<file path="src/rtl/core/itra_pkg.sv">
// ----------------------------------------------------------------------------
// itra_pkg: shared constants and helpers for the integer to radix text block
// Character codes, radix limits and the digit to character mapping.
// ----------------------------------------------------------------------------
package itra_pkg;

  localparam int WORD_BITS_DEF = 32;
  localparam int RADIX_W       = 6;
  localparam int CHAR_W        = 8;

  localparam logic [RADIX_W-1:0] RADIX_MIN = 6'd2;
  localparam logic [RADIX_W-1:0] RADIX_MAX = 6'd36;
  localparam logic [RADIX_W-1:0] RADIX_DEC = 6'd10;
  localparam logic [RADIX_W-1:0] DIGIT_MAX = 6'd9;

  localparam logic [CHAR_W-1:0] CHAR_ZERO  = 8'h30;
  localparam logic [CHAR_W-1:0] CHAR_A     = 8'h61;
  localparam logic [CHAR_W-1:0] CHAR_MINUS = 8'h2d;

  // digit value to lower-case ascii
  function automatic logic [CHAR_W-1:0] digit_char(input logic [RADIX_W-1:0] d);
    logic [CHAR_W-1:0] r;
    if (d > DIGIT_MAX) begin
      r = {2'b00, d} - {2'b00, RADIX_DEC} + CHAR_A;
    end else begin
      r = {2'b00, d} + CHAR_ZERO;
    end
    return r;
  endfunction

endpackage

</file>
<file path="src/rtl/core/int_to_radix_ascii.sv">
// ----------------------------------------------------------------------------
// int_to_radix_ascii: signed integer to ascii text in radix 2 to 36
// Emits the text most significant character first, flagging the final one.
// ----------------------------------------------------------------------------
// usage:
//   slave stream: tdata holds value (WordBits bits, signed) then radix (6 bits),
//   zero padded to whole bytes. radix outside 2..36 is clamped. in radix 10 a
//   negative value is printed as '-' and its magnitude; in other radices the
//   two's complement pattern is printed unsigned.
//   master stream: tdata is one ascii character per item, tlast on the final
//   character of the number.
// flow:
//   each digit is the remainder of one pass of the bit-serial divider and
//   is stored at the end of that pass; each character is then read out
//   through the registered read of the digit memory, a sign first from its
//   own state. the engine takes no new item until the last character of the
//   current one is in the output register. items pass the registered queue
//   before the engine; a two-entry queue behind the input lets items be
//   taken while the engine is busy or a result waits.
// reset: clears the queue, the engine state and the output valid.
// stall: a low m_axis_tready_i holds the current character and pauses the
//   engine before the next character; nothing is dropped.
// ----------------------------------------------------------------------------
module int_to_radix_ascii #(
  parameter int WORD_BITS = itra_pkg::WORD_BITS_DEF
) (
  input  logic clk_i,
  input  logic rst_ni,
  input  logic s_axis_tvalid_i,
  output logic s_axis_tready_o,
  // [WORD_BITS-1:0] value, [WORD_BITS+5:WORD_BITS] radix, rest zero
  input  logic [((WORD_BITS + itra_pkg::RADIX_W + 7) / 8) * 8 - 1:0] s_axis_tdata_i,
  output logic m_axis_tvalid_o,
  input  logic m_axis_tready_i,
  // [7:0] character
  output logic [itra_pkg::CHAR_W-1:0] m_axis_tdata_o,
  output logic m_axis_tlast_o
);
  import itra_pkg::*;

  localparam int EntryW = WORD_BITS + RADIX_W + 1;

  logic                 f_valid, f_ready, f_neg;
  logic [WORD_BITS-1:0] f_pattern;
  logic [RADIX_W-1:0]   f_radix;
  logic                 q_valid, q_ready;
  logic [EntryW-1:0]    q_data;

  itra_front #(
    .WordBits (WORD_BITS)
  ) u_front (
    .s_valid_i  (s_axis_tvalid_i),
    .s_ready_o  (s_axis_tready_o),
    .value_i    (s_axis_tdata_i[WORD_BITS-1:0]),
    .radix_i    (s_axis_tdata_i[WORD_BITS+RADIX_W-1:WORD_BITS]),
    .q_valid_o  (f_valid),
    .q_ready_i  (f_ready),
    .pattern_o  (f_pattern),
    .radix_o    (f_radix),
    .negative_o (f_neg)
  );

  itra_fifo #(
    .Width (EntryW)
  ) u_fifo (
    .clk_i        (clk_i),
    .rst_ni       (rst_ni),
    .push_valid_i (f_valid),
    .push_ready_o (f_ready),
    .push_data_i  ({f_neg, f_radix, f_pattern}),
    .pop_valid_o  (q_valid),
    .pop_ready_i  (q_ready),
    .pop_data_o   (q_data)
  );

  itra_conv #(
    .WordBits (WORD_BITS)
  ) u_conv (
    .clk_i      (clk_i),
    .rst_ni     (rst_ni),
    .q_valid_i  (q_valid),
    .q_ready_o  (q_ready),
    .pattern_i  (q_data[WORD_BITS-1:0]),
    .radix_i    (q_data[WORD_BITS+RADIX_W-1:WORD_BITS]),
    .negative_i (q_data[EntryW-1]),
    .m_valid_o  (m_axis_tvalid_o),
    .m_ready_i  (m_axis_tready_i),
    .char_o     (m_axis_tdata_o),
    .last_o     (m_axis_tlast_o)
  );

endmodule

</file>
<file path="src/rtl/core/itra_front.sv">
// ----------------------------------------------------------------------------
// itra_front: input classification
// Saturates the radix and turns a negative decimal value into its magnitude.
// ----------------------------------------------------------------------------
module itra_front #(
  parameter int WordBits = itra_pkg::WORD_BITS_DEF
) (
  input  logic                         s_valid_i,
  output logic                         s_ready_o,
  input  logic [WordBits-1:0]          value_i,
  input  logic [itra_pkg::RADIX_W-1:0] radix_i,
  output logic                         q_valid_o,
  input  logic                         q_ready_i,
  output logic [WordBits-1:0]          pattern_o,
  output logic [itra_pkg::RADIX_W-1:0] radix_o,
  output logic                         negative_o
);
  import itra_pkg::*;

  logic [RADIX_W-1:0] radix_sat;

  always_comb begin
    priority if (radix_i < RADIX_MIN) begin
      radix_sat = RADIX_MIN;
    end else if (radix_i > RADIX_MAX) begin
      radix_sat = RADIX_MAX;
    end else begin
      radix_sat = radix_i;
    end
  end

  // only decimal text carries a sign
  assign negative_o = (radix_sat == RADIX_DEC) && value_i[WordBits-1];
  assign pattern_o  = negative_o ? (~value_i + WordBits'(1)) : value_i;
  assign radix_o    = radix_sat;
  assign q_valid_o  = s_valid_i;
  assign s_ready_o  = q_ready_i;

endmodule

</file>
<file path="src/rtl/core/itra_fifo.sv">
// ----------------------------------------------------------------------------
// itra_fifo: two-entry queue
// Holds classified items between the front and the conversion engine.
// ----------------------------------------------------------------------------
module itra_fifo #(
  parameter int Width = 8
) (
  input  logic             clk_i,
  input  logic             rst_ni,
  input  logic             push_valid_i,
  output logic             push_ready_o,
  input  logic [Width-1:0] push_data_i,
  output logic             pop_valid_o,
  input  logic             pop_ready_i,
  output logic [Width-1:0] pop_data_o
);

  logic [Width-1:0] mem_q [2];
  logic             wr_ptr_q, rd_ptr_q;
  logic [1:0]       cnt_q;
  logic             push, pop;

  assign push_ready_o = (cnt_q != 2'd2);
  assign pop_valid_o  = (cnt_q != 2'd0);
  assign pop_data_o   = mem_q[rd_ptr_q];
  assign push         = push_valid_i && push_ready_o;
  assign pop          = pop_valid_o && pop_ready_i;

  always_ff @(posedge clk_i or negedge rst_ni) begin
    if (!rst_ni) begin
      wr_ptr_q <= 1'b0;
      rd_ptr_q <= 1'b0;
      cnt_q    <= 2'd0;
    end else begin
      if (push) wr_ptr_q <= ~wr_ptr_q;
      if (pop)  rd_ptr_q <= ~rd_ptr_q;
      cnt_q <= cnt_q + {1'b0, push} - {1'b0, pop};
    end
  end

  always_ff @(posedge clk_i) begin
    if (push) mem_q[wr_ptr_q] <= push_data_i;
  end

endmodule

</file>
<file path="src/rtl/core/itra_conv.sv">
// ----------------------------------------------------------------------------
// itra_conv: digit engine and character output
// Bit-serial division by the radix, digit memory, and msb-first emission.
// ----------------------------------------------------------------------------
module itra_conv #(
  parameter int WordBits = itra_pkg::WORD_BITS_DEF
) (
  input  logic                         clk_i,
  input  logic                         rst_ni,
  input  logic                         q_valid_i,
  output logic                         q_ready_o,
  input  logic [WordBits-1:0]          pattern_i,
  input  logic [itra_pkg::RADIX_W-1:0] radix_i,
  input  logic                         negative_i,
  output logic                         m_valid_o,
  input  logic                         m_ready_i,
  output logic [itra_pkg::CHAR_W-1:0]  char_o,
  output logic                         last_o
);
  import itra_pkg::*;

  localparam int Depth = WordBits + 1;
  localparam int AW    = $clog2(Depth);
  localparam int CW    = $clog2(Depth + 1);
  localparam int BW    = $clog2(WordBits);

  typedef enum logic [4:0] {
    ST_IDLE = 5'b00001,
    ST_DIV  = 5'b00010,
    ST_SIGN = 5'b00100,
    ST_READ = 5'b01000,
    ST_EMIT = 5'b10000
  } state_e;

  state_e              state_q, state_d;
  logic [WordBits-1:0] div_q, div_d;
  logic [RADIX_W-1:0]  rem_q, rem_d;
  logic [BW-1:0]       bcnt_q, bcnt_d;
  logic [RADIX_W-1:0]  radix_q, radix_d;
  logic                neg_q, neg_d;
  logic [CW-1:0]       count_q, count_d;
  logic [AW-1:0]       idx_q, idx_d;
  logic                out_valid_q, out_valid_d;
  logic [CHAR_W-1:0]   out_char_q, out_char_d;
  logic                out_last_q, out_last_d;

  logic [CHAR_W-1:0]   store_q [Depth];
  logic [CHAR_W-1:0]   rd_data_q;
  logic                we, re;
  logic [AW-1:0]       waddr;
  logic [CHAR_W-1:0]   wdata;

  logic [RADIX_W:0]    r2, diff;
  logic                ge;
  logic [RADIX_W-1:0]  rem_n;
  logic [WordBits-1:0] div_n;
  logic                out_free;

  // one restoring division step per cycle
  assign r2    = {rem_q, div_q[WordBits-1]};
  assign ge    = (r2 >= {1'b0, radix_q});
  assign diff  = r2 - {1'b0, radix_q};
  assign rem_n = ge ? diff[RADIX_W-1:0] : r2[RADIX_W-1:0];
  assign div_n = {div_q[WordBits-2:0], ge};

  assign out_free  = !out_valid_q || m_ready_i;
  assign q_ready_o = (state_q == ST_IDLE);
  assign m_valid_o = out_valid_q;
  assign char_o    = out_char_q;
  assign last_o    = out_last_q;

  always_comb begin
    state_d     = state_q;
    div_d       = div_q;
    rem_d       = rem_q;
    bcnt_d      = bcnt_q;
    radix_d     = radix_q;
    neg_d       = neg_q;
    count_d     = count_q;
    idx_d       = idx_q;
    out_valid_d = out_valid_q && !m_ready_i;
    out_char_d  = out_char_q;
    out_last_d  = out_last_q;
    we          = 1'b0;
    re          = 1'b0;
    waddr       = count_q[AW-1:0];
    wdata       = digit_char(rem_n);

    unique case (state_q)
      ST_IDLE: begin
        if (q_valid_i) begin
          div_d   = pattern_i;
          rem_d   = '0;
          bcnt_d  = BW'(WordBits - 1);
          radix_d = radix_i;
          neg_d   = negative_i;
          count_d = '0;
          if (pattern_i == '0) begin
            we      = 1'b1;
            waddr   = '0;
            wdata   = CHAR_ZERO;
            count_d = CW'(1);
            idx_d   = '0;
            state_d = ST_READ;
          end else begin
            state_d = ST_DIV;
          end
        end
      end
      ST_DIV: begin
        div_d  = div_n;
        rem_d  = rem_n;
        bcnt_d = bcnt_q - BW'(1);
        if (bcnt_q == '0) begin
          // remainder is the next digit, quotient feeds the next pass
          we      = 1'b1;
          count_d = count_q + CW'(1);
          idx_d   = count_q[AW-1:0];
          rem_d   = '0;
          bcnt_d  = BW'(WordBits - 1);
          if (div_n == '0 || count_d == CW'(Depth)) begin
            state_d = neg_q ? ST_SIGN : ST_READ;
          end
        end
      end
      ST_SIGN: begin
        if (out_free) begin
          out_valid_d = 1'b1;
          out_char_d  = CHAR_MINUS;
          out_last_d  = 1'b0;
          state_d     = ST_READ;
        end
      end
      ST_READ: begin
        re      = 1'b1;
        state_d = ST_EMIT;
      end
      ST_EMIT: begin
        if (out_free) begin
          out_valid_d = 1'b1;
          out_char_d  = rd_data_q;
          out_last_d  = (idx_q == '0);
          if (idx_q == '0) begin
            state_d = ST_IDLE;
          end else begin
            idx_d   = idx_q - AW'(1);
            state_d = ST_READ;
          end
        end
      end
      default: begin
        state_d = ST_IDLE;
      end
    endcase
  end

  always_ff @(posedge clk_i or negedge rst_ni) begin
    if (!rst_ni) begin
      state_q     <= ST_IDLE;
      div_q       <= '0;
      rem_q       <= '0;
      bcnt_q      <= '0;
      radix_q     <= RADIX_MIN;
      neg_q       <= 1'b0;
      count_q     <= '0;
      idx_q       <= '0;
      out_valid_q <= 1'b0;
    end else begin
      state_q     <= state_d;
      div_q       <= div_d;
      rem_q       <= rem_d;
      bcnt_q      <= bcnt_d;
      radix_q     <= radix_d;
      neg_q       <= neg_d;
      count_q     <= count_d;
      idx_q       <= idx_d;
      out_valid_q <= out_valid_d;
    end
  end

  always_ff @(posedge clk_i) begin
    out_char_q <= out_char_d;
    out_last_q <= out_last_d;
  end

  // digit memory, registered read
  always_ff @(posedge clk_i) begin
    if (we) store_q[waddr] <= wdata;
    if (re) rd_data_q <= store_q[idx_q];
  end

endmodule
</file>
<file path="config.mk">
export PLATFORM = sky130hd
export DESIGN_NAME = int_to_radix_ascii
export DESIGN_NICKNAME = d
export VERILOG_FILES = /design/src/rtl/core/itra_pkg.sv /design/src/rtl/core/int_to_radix_ascii.sv /design/src/rtl/core/itra_front.sv /design/src/rtl/core/itra_fifo.sv /design/src/rtl/core/itra_conv.sv
export SDC_FILE = /design/constraint.sdc
export NUM_CORES = 1
export LEC_CHECK = 0
export BUFFER_PORTS_ARGS = -buffer_cell sky130_fd_sc_hd__buf_2
export CORE_MARGIN = 2
export CORE_UTILIZATION = 55
export CTS_BUF_LIST = sky130_fd_sc_hd__clkbuf_16
export DETAILED_ROUTE_END_ITERATION = 10
export PLACE_DENSITY_LB_ADDON = 0.1
export SLEW_MARGIN = 10
export SYNTH_ARGS = -nofsm -noshare
export SYNTH_HDL_FRONTEND = slang
export SYNTH_HIERARCHICAL = 1
export SYNTH_SLANG_ARGS = --single-unit
</file>
<file path="constraint.sdc">
create_clock -name clk_i -period 9.44 [get_ports clk_i]
set_clock_uncertainty 0.15 [all_clocks]
set_input_delay 0.472 -clock clk_i [delete_from_list [all_inputs] [get_ports clk_i]]
set_output_delay 0.472 -clock clk_i [all_outputs]
set_load 0.01 [all_outputs]
</file>
## Yosys cells after proc, flatten, opt, wreduce, memory -nomap -nowiden

Memory sizes are Yosys's and may differ from the RTL's. A register that Yosys moved wholly into a read port is not among the register bits.
Cells that the tools add are included.

- Add/subtract/negate cells: 10
- Reduce and logical (&&, ||, !) cells: 23
- Bitwise gates (word level): 3
- Equality and inequality tests: 15
- Mux-type cells: 55
- Shift operators: 0
- $mul: 0
- Div/mod/pow operators: 0
- $lt $le $gt $ge: 4

Operators with widths:

| operator | number |
|---|---|
| $mux W6 | 15 |
| $logic_not A32 Y1 | 2 |
| $mux W32 | 2 |
| $pmux W32 S2 | 1 |
| $mux W8 | 6 |
| $mux W5 | 7 |
| $add A32 B1 Y32 const B | 1 |
| $not A32 Y32 | 1 |
| $pmux W5 S5 | 1 |
| $pmux W6 S2 | 2 |
| $pmux W6 S3 | 1 |
| $pmux W8 S2 | 1 |
| $mux W1 | 13 |
| $mux W4 | 3 |
| $ne A2 B1 Y1 const B | 6 |
| $pmux W5 S2 | 1 |
| $add A8 B7 Y8 const B | 1 |
| $add A6 B6 Y7 const B | 1 |
| $ge A7 B6 Y1 | 1 |
| $sub A6 B4 Y7 const B | 1 |
| $add A6 B1 Y6 const B | 1 |
| $eq A6 B4 Y1 const B | 1 |
| $eq A6 B6 Y1 const B | 1 |
| $gt A6 B4 Y1 const B | 1 |
| other kinds (27) | 39 |

- Word-level logic and storage cells: 126
- Output and inout port bits: 11
- Memories kept: 2
- Bits in writable memories: 342
- Memory bits (read-only): 0
- Register bits after elaboration: 81
- Bits in latches: 0
- Input bits: 44

Memory list:

| name | depth | width | read ports | clocked after memory_dff | wr ports | RTL line | text |
|---|---|---|---|---|---|---|---|
| u_conv.store_q | 33 | 8 | 1 | 1 | 1 | itra_conv.sv:47 | `logic [CHAR_W-1:0] store_q [Depth];` |
| u_fifo.mem_q | 2 | 39 | 1 | 0 | 1 | itra_fifo.sv:18 | `logic [Width-1:0] mem_q [2];` |

## Longest topological paths before layout

Gate-level depths: netlist of run 1.

- Word-level depth: 8
- Gate-level depth with buffers: 14
- Mapped depth without buffers: 13

## Modules after synthesis

Netlist of run 1, hierarchy kept.

Modules (own cells, without submodules):

| module | cells an instance | sequential area each (um2) | area each (um2) | instances |
|---|---|---|---|---|
| itra_conv | 978 | 10142.2 | 14878.0 | 1 |
| itra_fifo | 138 | 2442.3 | 3025.4 | 1 |
| itra_front | 115 | 0.0 | 815.8 | 1 |

## Least setup slack after synthesis of run 1

No wires, ideal clock.

- Path kind: reg-to-reg
- Start point: reg u_conv.div_q[31]
- End point: mem u_conv.store_q[0][1], data pin
- Stages on the path, launching flop included: 12
- Required time: 8.815 ns
- Data arrival time: 4.084 ns
- Buffers on the path: 0
- Setup time: 0.475 ns
- Setup slack: 4.731 ns
- Period minus slack after synthesis: 4.709 ns
- Cell sequence: dfrtp_1 > inv_1 > ha_1 > nand2b_1 > a211o_1 > a21oi_4 > mux2i_1 > ha_1 > nor2_1 > o21ai_0 > nand2_1 > a211oi_1

- Longest elaborated chain between the ends: 8
- Elaborated cells between the ends (all ways): 11
- Those cells by class: add/sub (4); order compare (2); mux (5)

Ends and longest elaborated chain:

| element | RTL line | text |
|---|---|---|
| start, declared | itra_conv.sv:36 | `logic [WordBits-1:0] div_q, div_d;` |
| start signal, assigned | itra_conv.sv:170 | `div_q <= div_d;` |
| $sub A6 B6 Y6 / $ge A7 B6 Y1 (equally long branches) | itra_conv.sv:62, itra_conv.sv:61 |  |
| $mux W6 * | itra_conv.sv:63 | `assign rem_n = ge ? diff[RADIX_W-1:0] : r2[RADIX_W-1:0];` |
| $sub A6 B4 Y7 | itra_pkg.sv:24 | `r = {2'b00, d} - {2'b00, RADIX_DEC} + CHAR_A;` |
| $add A8 B7 Y8 | itra_pkg.sv:24 |  |
| $mux W8 * | itra_pkg.sv:23 | `if (d > DIGIT_MAX) begin` |
| $mux W8 | itra_conv.sv:98 | `if (pattern_i == '0) begin` |
| $mux W8 | itra_conv.sv:91 | `if (q_valid_i) begin` |
| $mux W8 * | itra_conv.sv:89 | `unique case (state_q)` |
| named net u_conv.wdata[1] | itra_conv.sv:51 | `logic [CHAR_W-1:0] wdata;` |
| end, declared | itra_conv.sv:47 |  |

The timed path passes the listed nets; every way through them passes the cells marked *.

## Worst setup path after layout of run 1

- Start point: reg u_conv.div_q[31]
- End point: mem u_conv.store_q[29][5], data pin

Same word-level chain as after synthesis.

==> results of run 1 <==
-- routing by layer --
metal	part of all wire (%)	GRT usage, %	vias up
met5	0	0	-
met3	5.5	3.17	43
met4	1.5	4.42	0
met1	46	32.6	5325
met2	47	34.1	290
li1	-	-	4810
-- cell type report --
class	count	area share, %
clock buffers	46	5.56
clock inverters	33	0.725
inverters	30	0.543
multi-input cells	705	27.9
flip-flops and latches	431	60.8
well taps	448	2.71
repair buffers	68	1.86
-- through the flow --
step	utilization [%]	cell area [sq um]	setup slack [ns]
CTS	61.8	20700	4.57
global route	61.8	20700	4.38
finish	61.8	20700	4.65
detailed placement	57.9	19400	4.62
floorplan	-	18700	4.73
global placement	57.9	19400	4.66
-- worst min path at each step --
stage	cells after the start	start	endpoint	slack, ns
CTS	1	s_axis_tdata_i[0]	u_fifo/mem_q[0][0]	0.007
global placement	1	u_conv/rd_data_q[5]	u_conv/char_o[5]	0.34
floorplan	0	rst_ni	u_conv/bcnt_q[0]	0.03
global route	1	s_axis_tdata_i[0]	u_fifo/mem_q[0][0]	0.02
finish	1	s_axis_tdata_i[0]	u_fifo/mem_q[0][0]	0.03
detailed placement	1	u_conv/rd_data_q[0]	u_conv/char_o[0]	0.34
-- synthesized netlist by cell type (7+ instances only) --
master | instances | area share (%)
nor3_1 | 14 | 0.37
xor2_1 | 13 | 0.61
o21ai_0 | 49 | 1.3
nor2_1 | 107 | 2.1
nand3_1 | 12 | 0.32
a31oi_1 | 36 | 1.2
nand2_1 | 128 | 2.6
mux2i_1 | 12 | 0.64
edfxtp_1 | 359 | 58
nand2b_1 | 12 | 0.40
xnor2_1 | 30 | 1.4
clkbuf_1 | 48 | 0.96
nor4_1 | 18 | 0.60
or3_1 | 7 | 0.23
mux4_2 | 80 | 9.6
inv_1 | 30 | 0.60
nand4_1 | 7 | 0.23
dfrtp_1 | 70 | 9.4
o31ai_1 | 11 | 0.44
mux2_2 | 40 | 2.4
a22o_1 | 7 | 0.33
a21oi_1 | 16 | 0.43
ha_1 | 19 | 1.3
-- kinds of logic after synthesis --
group / after synthesis
buf+inv: 95
fa+ha+maj: 21
compound gates: 155
simple gates: 351
xor+xnor: 44
mux: 134
flops: 431
-- cell usage in the layout, fill, tap and decap left out, types with 11 or more instances in the layout --
master,netlist,layout
edfxtp_1,359,359
nand2_1,128,128
nor2_1,107,103
mux4_2,80,80
dfrtp_1,70,68
buf_2,4,51
o21ai_0,49,49
clkbuf_16,0,46
mux2_2,40,40
inv_1,30,37
a31oi_1,36,36
xnor2_1,30,30
ha_1,19,19
nor4_1,18,18
buf_4,3,16
a21oi_1,16,15
clkinv_1,0,14
nor3_1,14,13
xor2_1,13,13
nand2b_1,12,12
nand3_1,12,12
clkinv_2,0,11
mux2i_1,12,11
o31ai_1,11,11
-- critical path, cell delays in order (launching register included) --
cell,delay (ns)
dfrtp_1,0.34
inv_1,0.07
ha_1,0.33
nand2b_1,0.15
a211o_1,0.33
a21oi_4,0.39
mux2i_1,0.54
ha_1,0.30
nor2_1,0.08
o21ai_0,0.38
nand2_1,0.25
nor2_1,0.16
a211o_1,0.94
-- registers in the layout (all words and copies together), names as in the netlist, 2 cells and up --
name,flops
u_conv/bcnt_q,5
u_fifo/cnt_q,2
u_conv/idx_q,6
u_conv/state_q,5
u_conv/store_q,264
u_conv/radix_q,6
u_conv/count_q,6
u_fifo/mem_q,78
u_conv/rem_q,6
u_conv/char_o,8
u_conv/div_q,32
u_conv/rd_data_q,8
-- power by group through the flow --
stage / logic [uW] / registers, uW / clock network [uW]
floorplan: 1940 / 3340 / 0
global placement: 2850 / 3390 / 0
detailed placement: 2930 / 3400 / 0
CTS: 2950 / 3360 / 1600
global route: 3230 / 3390 / 1670
finish: 2940 / 3360 / 1560
==> run metrics, run 1 <==
run status finished clean; ANT cells 0; Total Power 7860 uW; Clock Sinks 431; final setup vio count 0; FF-to-FF setup slack 4.65 ns; Layout Nets 1,344; post-synthesis cell count 1,231; GP Congestion 0.823; Sw Ratio 36.2%; final-layout fill cell count 2,531; die height 188 um; fmax 0.209 GHz; largest family of logic cells by synthesized area multiplexers; Comb pwr share 37.4%; CTS tree built; power density over the cells 380 nW/um^2; WP data required 9.45 ns; placed wire-length estimate 23,700 um; Worst Path Arrival 4.80 ns; TritonCTS buffer count 44; Internal 5020 uW; vias 10,468; vias in the first global route 10,356; area of the die 35,500 sq um; VDD IR-drop max 0.000610 V; Reg2Reg Capture Point u_conv/store_q[29][5]; First DRT Iteration DRCs 829; grt total ovfl 0; NetSw 2850 uW; post-synthesis compound-gate area fraction 5.56%; worst skew pair latency 0.54 ns; port bufs 52; Top Ports 55; worst reg2reg path depth 12; xor/xnor share of the synthesized area 2.10%; headroom to the max-slew limit 18.2%; synthesis-to-layout area growth 10.7%; Seq/Total Area, Yosys 67.2%; GRT Resource Usage Total 21.6%; first-pass GRT wire length 58,900 um; endpoints failing hold 0; worst setup path end u_conv/store_q[29][5]; Syn Area/Cell 15.2 sq um; first-pass iteration count of the detailed router 5; worst slew pin tran 1.23 ns; largest net degree at the start of global routing 77; Slew Viols, Final 0; sequential fraction of design power 42.7%; setup repair bufs after CTS 0; TNS Setup 0 ns; Cell Area, Synth 18,700 sq um; FFs w/ async S/R, synth 16.7%; worst hold slack 0.0350 ns; CTS Hold Bufs 1; Post-synth EDFFs 359; Initial Util 55.8%; post-synthesis simple-gate area fraction 8.67%; DR vias/cell 5.94; area of the multi-input gates 5770 sq um; CTS clk-pin slew, worst paths 0.06 ns; critical path startpoint category flop; reg2reg start u_conv/div_q[31]; Synth Flop Type edfxtp_1; DR DRC count 0; antenna violations before repair 0; adder-cell share of the synthesized area 1.43%; Detailed Route WL 37,800 um; Final period util 50.8%; RSZ-0062 raised after global routing no; Final min period 4.79 ns; clock tree buffer depth 3; #FFs+latches synth 431; crit path kind reg -> reg; CP Capture Type flop; placed instance count 1,681; Root Buffer clkbuf_16; antenna viol nets, final 0; leakage power 0.00705 uW; number of gates resized after cts 0; FF+latch area 12,600 sq um; share of layout cells above drive strength 1 21.5%; syn nets 1,295; critical path peak fanout 33; Hold Path Class in -> reg; Cell variety after synth 71; cell row count 67; Clk pwr share 19.9%; WL per Instance 21.5 um; CP Launch Point u_conv/div_q[31]; H-Tree Depth 2; core area 33,500 sq um; Die W 188 um; Synth Warn # 6; multiplexer share of the synthesized area 12.8%; Non-Filler Instances 1,761; maxcap violations 0
Power figures use the tool's default switching activity.
==> run 2: changes to the inputs <==
clock period = 4.6 ns   (was 9.44 ns; I/O delays follow)
==> run 2 against run 1 <==
Against the previous run:
- final cell count rose by 3.8%
- non-clock buffer count rose by 62
- register-to-register slack got worse by 3.9 ns
- total power rose by 110%
- combinational power rose by 100%
- critical endpoint is now u_conv/store_q[0][5]
==> run metrics, run 2 (synthesis gave the netlist of run 1 again) <==
run status finished clean (unchanged); Cells on Worst Hold Path 3 (was 1); WP data required 4.66 ns (was 9.45 ns); clock tree buffer depth 3 (unchanged); crit path cell chain inv_1, ha_1, a211o_1, a21oi_4, mux2i_1, ha_1, nor2_1, o21ai_0, nand2_1, a211o_2 (was inv_1, ha_1, nand2b_1, a211o_1, a21oi_4, mux2i_1, ha_1, nor2_1, o21ai_0, nand2_1, nor2_1, a211o_1); DR vias/cell 5.95 (was 5.94); Reg2Reg Capture Point u_conv/store_q[0][5] (was u_conv/store_q[29][5]); first-pass GRT wire length 62,300 um (was 58,900 um); port bufs 52 (unchanged); largest net degree at the start of global routing 77 (unchanged); biggest regs u_conv/store_q (264), u_fifo/mem_q (78), u_conv/div_q (32) (unchanged); Largest Register u_conv/store_q (unchanged); power density over the cells 769 nW/um^2 (was 380 nW/um^2); final-layout fill cell count 2,446 (was 2,531); FF-to-FF setup slack 0.70 ns (was 4.65 ns); grt total ovfl 0 (unchanged); most common cell after layout, fill and taps aside edfxtp_1 (unchanged); Initial Util 55.8% (unchanged); cell repeated most along the worst path ha_1; CP max-delay cell a211o_2 (was a211o_1); Clock Sinks 431 (unchanged); WL per Instance 21.9 um (was 21.5 um); area of the die 35,500 sq um (unchanged); Detailed Route WL 39,900 um (was 37,800 um); final setup vio count 0 (unchanged); TNS Setup 0 ns (unchanged); most frequent cells in the layout 359 x edfxtp_1, 128 x nand2_1, 103 x nor2_1 (unchanged); Clk pwr share 22.6% (was 19.9%); sequential fraction of design power 41.9% (was 42.7%); critical path startpoint category flop (unchanged); Largest register FFs 264 (unchanged); vias 10,873 (was 10,468); synthesis-to-layout area growth 15.2% (was 10.7%); Final period util 84.7% (was 50.8%); delay-heaviest family, CP compound AO/OA/AOI/OAI gates (unchanged); Comb pwr share 35.5% (was 37.4%); first-pass iteration count of the detailed router 5 (unchanged); antenna violations before repair 0 (unchanged); NetSw 5750 uW (was 2850 uW); Cell Area, Placed 19,600 sq um (was 19,400 sq um); Top Ports 55 (unchanged); GP Congestion 0.830 (was 0.823); Internal 10,800 uW (was 5020 uW); TritonCTS buffer count 45 (was 44); Final Cell Area 21,600 sq um (was 20,700 sq um); placed wire-length estimate 24,500 um (was 23,700 um); crit path buf inv count 1 (unchanged); Sw Ratio 34.7% (was 36.2%); antenna viol nets, final 0 (unchanged); CTS clk-pin slew, worst paths 0.06 ns (about the same); worst reg2reg path depth 10 (was 12); maxcap violations 0 (unchanged); setup repair bufs after CTS 0 (unchanged); reg2reg start u_conv/radix_q[1] (was u_conv/div_q[31]); Endpoint, Worst Hold u_fifo/mem_q[1][18] (was u_fifo/mem_q[0][0]); slack of the critical path 0.705 ns (was 4.65 ns); VDD IR-drop max 0.00101 V (was 0.000610 V); Final min period 3.90 ns (was 4.79 ns); leakage power 0.00743 uW (was 0.00705 uW); headroom to the max-slew limit 25.9% (was 18.2%); CP Capture Type flop (unchanged); critical path peak fanout 33 (unchanged); DR DRC count 0 (unchanged); die height 188 um (unchanged); H-Tree Depth 2 (unchanged); HP Start s_axis_tdata_i[18] (was s_axis_tdata_i[0]); ANT cells 0 (unchanged); crit-path max cell delay 0.58 ns (was 0.94 ns); Root Buffer clkbuf_16 (unchanged); vias in the first global route 10,862 (was 10,356); DP Worst Slack 0.333 ns (was 4.62 ns); Hold Path Class in -> reg (unchanged); GRT Resource Usage Total 23.1% (was 21.6%); RSZ-0062 raised after global routing no (unchanged); CTS tree built (unchanged); cell row count 67 (unchanged); core area 33,500 sq um (unchanged); endpoints failing hold 0 (unchanged); crit path kind reg -> reg (unchanged); worst slew pin tran 1.11 ns (was 1.23 ns); Layout Nets 1,407 (was 1,344); fmax 0.257 GHz (was 0.209 GHz); share of layout cells above drive strength 1 23.1% (was 21.5%); Slew Viols, Final 0 (unchanged); worst skew pair latency 0.55 ns (was 0.54 ns); Die W 188 um (unchanged); First DRT Iteration DRCs 862 (was 829); Worst Path Arrival 3.96 ns (was 4.80 ns)
## run 2: changes by cell type in the layout (fill, tap and decap cells not counted), moves of 3 or more
cell | before | now
inv_6 | 0 | 3
bufinv_16 | 0 | 6
buf_4 | 16 | 37
clkinv_1 | 14 | 11
inv_1 | 37 | 33
dlygate4sd3_1 | 1 | 40
clkinv_2 | 11 | 8
clkinvlp_4 | 0 | 3
## run 2: final cells by class
class	instances	area [sq um]	area share, %
Sequential cell	431	12600	58.4
Multi-Input combinational cell	705	5770	26.8
Clock buffer	48	1200	5.57
Timing Repair Buffer	130	973	4.52
Tap cell	448	561	2.60
Clock inverter	36	350	1.63
Inverter	30	113	0.522
## run 2: worst max path at each step
stage | from | endpoint | slack, ns | cells after the start
6_report | u_conv/radix_q[1] | u_conv/store_q[0][5] | 0.70 | 10
5_1_grt | u_conv/div_q[31] | u_conv/store_q[21][5] | 0.38 | 12
4_1_cts | u_conv/radix_q[1] | u_conv/store_q[0][5] | 0.35 | 11
3_5_place_dp | u_conv/div_q[31] | u_conv/store_q[5][5] | 0.33 | 12
3_3_place_gp | u_conv/div_q[31] | u_conv/store_q[0][5] | 0.52 | 12
2_1_floorplan | u_conv/div_q[31] | u_conv/store_q[0][6] | 0.39 | 13
## run 2: tightest hold or removal path: cells and delay by family
| kind | cells | cell delay, ns |
|---|---|---|
| xor+xnor | 1 | 0.15 |
| buf+inv | 2 | 0.19 |
## run 2: stage by stage
step                      hold WS, ns  utilization, %  power [uW]  std cells
after floorplan                -0.216               -       10800       1231
after global placement          0.277            58.5       12700       1704
after detailed placement        0.282            58.5       12900       1704
after CTS                     0.00372            64.3       16700       1828
after global routing           0.0321            64.3       17500       1828
final                         0.00794            64.3       16600       1828
## run 2: repair_timing
item | in CTS | in global routing
setup endpoints to repair | 0 | 33
hold buffers | 40 | 0
gates resized for setup | 0 | 1
hold endpoints to repair | 143 | 0
## run 2: metal layers
| layer | GRT usage (%) | up-vias | share of wire [%] | wire length [um] |
|---|---|---|---|---|
| li1 | - | 4935 | - | - |
| met1 | 33.6 | 5571 | 44 | 17500 |
| met2 | 36.9 | 315 | 48 | 19200 |
| met3 | 3.95 | 52 | 6.5 | 2580 |
| met4 | 5.68 | 0 | 1.6 | 625 |
| met5 | 0 | - | 0 | 0 |
## run 2: power by group through the flow
stage	logic, uW	clock network [uW]	registers [uW]
4_1_cts	5890	3810	6960
6_report	5880	3740	6950
3_5_place_dp	5840	0	7020
3_3_place_gp	5670	0	7020
2_1_floorplan	4000	0	6840
5_1_grt	6480	3970	7020
